<file path="config.mk">
export PLATFORM = sky130hd
export DESIGN_NAME = pbf_mod
export DESIGN_NICKNAME = d
export VERILOG_FILES = /design/src/design/pbf_mod.sv
export SDC_FILE = /design/constraint.sdc
export NUM_CORES = 1
export LEC_CHECK = 0
export BUFFER_PORTS_ARGS = -buffer_cell sky130_fd_sc_hd__buf_2
export CORE_UTILIZATION = 55
export DETAILED_ROUTE_END_ITERATION = 10
export PLACE_DENSITY = 0.88
export SYNTH_ARGS = -nofsm -noshare
export SYNTH_HDL_FRONTEND = slang
export SYNTH_SLANG_ARGS = --single-unit
</file>
<file path="constraint.sdc">
create_clock -name clk -period 5.6 [get_ports clk]
set_input_delay 0.28 -clock clk [delete_from_list [all_inputs] [get_ports clk]]
set_output_delay 0.28 -clock clk [all_outputs]
set_load 0.02 [all_outputs]
</file>
<file path="src/design/pbf_mod.sv">
// bit-serial 64-bit modulo by a 17-bit divisor, one quotient bit per cycle
// depends on nothing
module pbf_mod (
  input  logic        clk,
  input  logic        rst_n,
  input  logic        start,
  input  logic [63:0] dividend,
  input  logic [16:0] divisor,
  output logic        done,
  output logic [16:0] remainder
);
  logic [63:0] num_r, num_nxt;
  logic [17:0] rem_r, rem_nxt;
  logic [6:0]  cnt_r, cnt_nxt;
  logic        run_r, run_nxt, done_r, done_nxt;
  logic [17:0] sh;

  always_comb begin
    sh       = {rem_r[16:0], num_r[63]};
    num_nxt  = num_r;
    rem_nxt  = rem_r;
    cnt_nxt  = cnt_r;
    run_nxt  = run_r;
    done_nxt = 1'b0;
    if (start) begin
      num_nxt = dividend;
      rem_nxt = '0;
      cnt_nxt = 7'd64;
      run_nxt = 1'b1;
    end else if (run_r) begin
      num_nxt = {num_r[62:0], 1'b0};
      rem_nxt = (sh >= {1'b0, divisor}) ? sh - {1'b0, divisor} : sh;
      cnt_nxt = cnt_r - 7'd1;
      if (cnt_r == 7'd1) begin
        run_nxt  = 1'b0;
        done_nxt = 1'b1;
      end
    end
  end

  always_ff @(posedge clk) begin
    num_r <= num_nxt;
    rem_r <= rem_nxt;
    cnt_r <= cnt_nxt;
    if (!rst_n) begin
      run_r  <= 1'b0;
      done_r <= 1'b0;
    end else begin
      run_r  <= run_nxt;
      done_r <= done_nxt;
    end
  end

  assign done      = done_r;
  assign remainder = rem_r[16:0];
endmodule

</file>
==> results of run 1 <==
worst register-to-register path, cell delays in order, from the launching register on:
cell	delay, ps
edfxtp_1	390
inv_1	70
ha_1	160
inv_1	60
fa_1	400
a21o_1	210
a221o_1	450
a2111o_1	450
a21o_1	440
mux2i_1	210
a211oi_1	280
worst paths after layout:
check,end,start,slack (ps)
hold / removal,done,rst_n,150
setup / recovery,rem_r[7],num_r[63],2410
hold reg to reg,cnt_r[1],cnt_r[1],500
setup reg to reg,rem_r[7],num_r[63],2410
cells in the mapped netlist, types with 2 or more instances:
master / n / area share
a211oi_1: 9 / 0.014
a21o_1: 5 / 0.0079
a21oi_1: 18 / 0.019
a311oi_1: 7 / 0.013
a41o_1: 2 / 0.0042
and3_1: 2 / 0.0026
buf_1: 2 / 0.0016
clkbuf_1: 15 / 0.012
dfxtp_1: 26 / 0.11
edfxtp_1: 64 / 0.40
ha_1: 19 / 0.050
inv_1: 24 / 0.019
mux2_2: 63 / 0.15
mux2i_1: 5 / 0.010
nand2_1: 27 / 0.021
nand2b_1: 4 / 0.0052
nand3_1: 4 / 0.0042
nand4_1: 2 / 0.0026
nor2_1: 31 / 0.024
nor2b_1: 2 / 0.0026
nor3_1: 5 / 0.0052
nor3b_1: 5 / 0.0079
nor4_1: 4 / 0.0052
nor4bb_1: 2 / 0.0042
o21a_1: 3 / 0.0047
o21ai_0: 11 / 0.012
o31ai_1: 3 / 0.0047
or3_1: 2 / 0.0026
or4_1: 2 / 0.0031
xnor2_1: 9 / 0.017
xor2_1: 6 / 0.011
registers in the layout (all words and copies together) (netlist names):
signal  flops
num_r      64
done        1
run_r       1
rem_r      17
cnt_r       7
final cells by class:
type | instances | area (µm²)
Clock inverter | 6 | 75.07
Tap cell | 105 | 131.4
Fill cell | 631 | 2758
Inverter | 24 | 90.09
Multi-Input combinational cell | 274 | 2152
Sequential cell | 90 | 2442
Timing Repair Buffer | 103 | 523.0
Clock buffer | 10 | 127.6
per-layer routing:
metal,GRT usage,routed length (µm),part of all wire,vias to the layer above
met3,0.06938,620,0.064,13
met1,0.2738,4050,0.42,1645
met4,0.07197,138,0.014,0
met2,0.3738,4814,0.50,102
met5,0,0,0,-
li1,-,-,-,1701
cell families (layout without fill, tap and decap cells):
logic type	count (synthesis)	count (layout)
compound gates	73	73
flops	90	90
simple gates	98	98
xor+xnor	15	15
mux	68	68
buf+inv	43	143
fa+ha+maj	20	20
power groups by stage:
stage	Combinational [mW]	Sequential (mW)	Clock (mW)
floorplan	0.212	0.835	0
global placement	0.290	0.832	0
detailed placement	0.300	0.835	0
CTS	0.302	0.821	0.465
global route	0.333	0.828	0.493
finish	0.301	0.820	0.455
per-stage QoR:
step                      instance area (µm²)  hold WS (ps)
after floorplan                          4775         393.8
after global placement                   5339         477.1
after detailed placement                 5339         490.3
after CTS                                5542         126.3
after global routing                     5542         154.8
final                                    5542         151.6
==> results.yml, run 1 <==
yosys:
  synth-seq-cells: 90
  synth_adder_area_share: 0.05398
  synth_top_family_by_area: "multiplexers"
  synth_fp_nets: 511
  synthMuxAreaShare: 0.1591
  yosys.area_share.simple: 0.1012
  yosys.area_share.xor_xnor: 0.02752
  synth_compound_gate_area_share: 0.1090
  avgSynthCellArea_um2: 11.73
  netlist_area_mm2: 0.004775
  async_flop_share: 0
  synth_edf_count: 64
  seq_area_frac_synth: 0.5115
  ys.warnings.count: 0
  syn-instance-count: 407
  ys.flop_type: "edfxtp_1"
  synth.distinct_cells: 55
drt:
  wl_um: 9624
  vias: 3461
  vias_per_cell: 5.655
  wl_per_cell_um: 15.73
  antenna_left: 0
  drc_errors: 0
  first_iter_violations: 152
  first_pass_iters: 4
timing:
  tns_ps: 0
  worst_slack_ps: 2409
  rsz0062_at_grt: "false"
  slew_headroom: 0.3091
  max_freq_ghz: 0.3133
  fin_crit_ps: 3191
  setup_viol: 0
  tightest_slew_ps: 1036
  clock_skew_ps: 10.21
  hold_viol: 0
  post-route-period-util: 0.5699
  finalMaxSlewViolations: 0
pwr:
  total_power_mw: 1.576
  power.leakage_nw: 2.323
  pwr-share-comb: 0.191
  powerDensity_mw_per_mm2: 284.4
  p_sw_mw: 0.4334
  ir_drop_v: 0.0001941
  pwr-share-seq: 0.520
  intPower_mw: 1.143
  swShare: 0.2750
  clockPowerShare: 0.289
setup_path:
  cp_num_cells: 10
  cp_max_fo: 18
  cp.arrival_ps: 3460
  cp.required_ps: 5870
  cp_cell_sequence: "inv_1, ha_1, inv_1, fa_1, a21o_1, a221o_1, a2111o_1, a21o_1, mux2i_1, a211oi_1"
  cpPeakStageDelay_ps: 450
  startpoint_type: "register"
  slowest_stage: "a221o_1"
  cp-end-kind: "register"
  rr_worst_depth: 10
  path_class: "reg -> reg"
  cp_top_family: "compound AO/OA/AOI/OAI gates"
  critPathBufInv: 2
global_route:
  grt_overflow: 0
  grt_max_degree: 92
  grt_pass1_wl_um: 15320
  grt_usage: 0.2233
  grt_pass1_vias: 3317
  antenna_found_initial: 0
clock_tree:
  cts_buffers: 9
  cts_hold_buf: 0
  insertion_delay_ps: 360
  cts.sinks: 90
  cts_tree: "built"
  cts.clk_slew.worst_paths_ps: 100
  ctsResizeCount: 0
  cts_setup_buffers: 0
  clockBufferDepth: 2
  h-tree-depth: 3
  root_buffer: "clkbuf_8"
place:
  place_inst: 596
  pre_cts_ws_ps: 2446
  dp_hpwl_um: 6879
  port-buffer-count: 101
  gp_congestion: 0.9410
floorplan:
  core.rowCount: 33
  dieHeight_um: 95.17
  pin_count: 102
  die_width_um: 95.17
  coreArea_mm2: 0.008299
  dieArea_mm2: 0.009057
  initial_core_util: 0.5753
cells_and_area:
  final_cell_mix: "100 x buf_2, 64 x edfxtp_1, 63 x mux2_2"
  final_nets: 606
  syn_to_final_growth_pct: 16.06
  finalCoreUtilization: 0.6677
  layout_commonest_cell: "buf_2"
  final_cells: 612
  num_antenna_cells: 0
  layout-drive-gt1-share: 0.3688
hold_path:
  hold_depth: 3
  hold_path_class: "in -> reg"
run_status:
  status: "finished, final reports clean"
run:
  cap_violations: 0
No activity file was read; power rests on OpenSTA's default activity.
==> inputs of run 2 (changes only) <==
Clock period 5.6 ns to 3.3 ns, I/O delays scaled along.
==> run 2 against run 1 <==
- via count is essentially flat
- sequential share of layout area shrank 0.12 points
- wire length grew 2.8%
- clock-buffer cell count is the same
- combinational power grew 71%
==> results.yml, run 2 (synthesis gave the netlist of run 1 again) <==
global_route:
  grt_overflow: 0
  grt_pass1_wl_um: 15520
  antenna_found_initial: 0
  grt_usage: 0.2254
  grt_max_degree: 47
  grt_pass1_vias: 3393
clock_tree:
  cts.clk_slew.worst_paths_ps: 90
  root_buffer: "clkbuf_8"
  cts_tree: "built"
  insertion_delay_ps: 350
  cts_buffers: 9
  h-tree-depth: 3
  clockBufferDepth: 2
  cts.sinks: 90
  cts_hold_buf: 0
pwr:
  ir_drop_v: 0.0002831
  power.leakage_nw: 2.326
  powerDensity_mw_per_mm2: 480.1
  total_power_mw: 2.667
cells_and_area:
  final_area_mm2: 0.005557
  finalCoreUtilization: 0.6695
  layout-drive-gt1-share: 0.3733
  num_antenna_cells: 0
  final_cell_mix: "100 x buf_2, 64 x edfxtp_1, 63 x mux2_2"
  top_register: "num_r"
  final_nets: 608
  largest_reg_flops: 64
  reg_top3: "num_r (64), rem_r (17), cnt_r (7)"
  syn_to_final_growth_pct: 16.38
  layout_commonest_cell: "buf_2"
timing:
  slew_headroom: 0.6394
  fin_crit_ps: 3042
  post-route-period-util: 0.9219
  tightest_slew_ps: 540.9
  max_freq_ghz: 0.3287
  clock_skew_ps: 8.262
  rsz0062_at_grt: "false"
  finalMaxSlewViolations: 0
  setup_viol: 0
  hold_viol: 0
  worst_slack_ps: 257.9
  tns_ps: 0
setup_path:
  path_class: "reg -> reg"
  cp_max_fo: 18
  cp.arrival_ps: 3310
  cp.required_ps: 3570
  startpoint_type: "register"
  cp-end-kind: "register"
floorplan:
  pin_count: 102
  dieArea_mm2: 0.009057
  initial_core_util: 0.5753
  core.rowCount: 33
  coreArea_mm2: 0.008299
  dieHeight_um: 95.17
  die_width_um: 95.17
place:
  pre_cts_ws_ps: 152.0
  placed_area_mm2: 0.005354
  port-buffer-count: 101
  gp_congestion: 0.9564
  dp_hpwl_um: 7286
drt:
  wl_per_cell_um: 16.11
  drc_errors: 0
  wl_um: 9894
  vias_per_cell: 5.642
  vias: 3464
  first_pass_iters: 7
  antenna_left: 0
  first_iter_violations: 177
run_status:
  status: "finished, final reports clean"
hold_path:
  hold_path_class: "in -> reg"
run:
  cap_violations: 0
-- run 2: cell count changes in the layout (fill, tap and decap cells not counted) --
cell	delta
a21o_2	+1
clkinvlp_4	+1
buf_4	+2
a21o_1	-1
clkinv_4	-1
-- run 2: timing repair --
action                                  4_1_cts  5_1_grt
endpoints found under the setup margin        0        7
setup buffers                                 0        0
gates resized for setup                       0        1
-- run 2: power by group --
| part | internal [mW] | switching (mW) |
|---|---|---|
| combinational | 0.238 | 0.277 |
| sequential | 1.34 | 0.0547 |
| clock | 0.360 | 0.397 |
| total | 1.94 | 0.729 |
-- run 2: area by class of cell --
| cell class | count | area, µm² |
|---|---|---|
| clock buffers | 10 | 127.6 |
| well taps | 105 | 131.4 |
| repair buffers | 105 | 538.0 |
| flip-flops and latches | 90 | 2442 |
| clock inverters | 6 | 73.82 |
| multi-input cells | 274 | 2153 |
| inverters | 24 | 90.09 |
| fillers | 677 | 2743 |
-- run 2: per-stage QoR --
step	hold slack (ps)	instances
2_1_floorplan	278.8	407
3_3_place_gp	403.8	598
3_5_place_dp	401.3	598
4_1_cts	17.70	614
5_1_grt	34.28	614
6_report	37.93	614
-- run 2: worst max-delay path: stages, from the launching register on --
cell and delay, ps:
edfxtp_1 390, inv_1 70, ha_1 150, inv_1 50, fa_1 400, a21o_1 210, a221o_1 450, a2111o_1 450
a21o_2 370, mux2i_1 170, a211oi_1 240
-- run 2: routing by layer --
layer	track usage	vias up	part of all wire	routed length, µm
met3	0.05024	12	0.058	577
met1	0.2842	1632	0.43	4259
met5	0	-	0	0
li1	-	1709	-	-
met2	0.3744	111	0.49	4886
met4	0.09091	0	0.017	170
-- run 2: path summary, 6_finish.rpt --
path | from | to | slack [ps] | cells after the start
worst max-delay path | num_r[63] | rem_r[7] | 260 | 10
worst min-delay path | rst_n | done | 40 | 3
worst max register to register | num_r[63] | rem_r[7] | 260 | 10
worst min register to register | cnt_r[1] | cnt_r[1] | 500 | 2
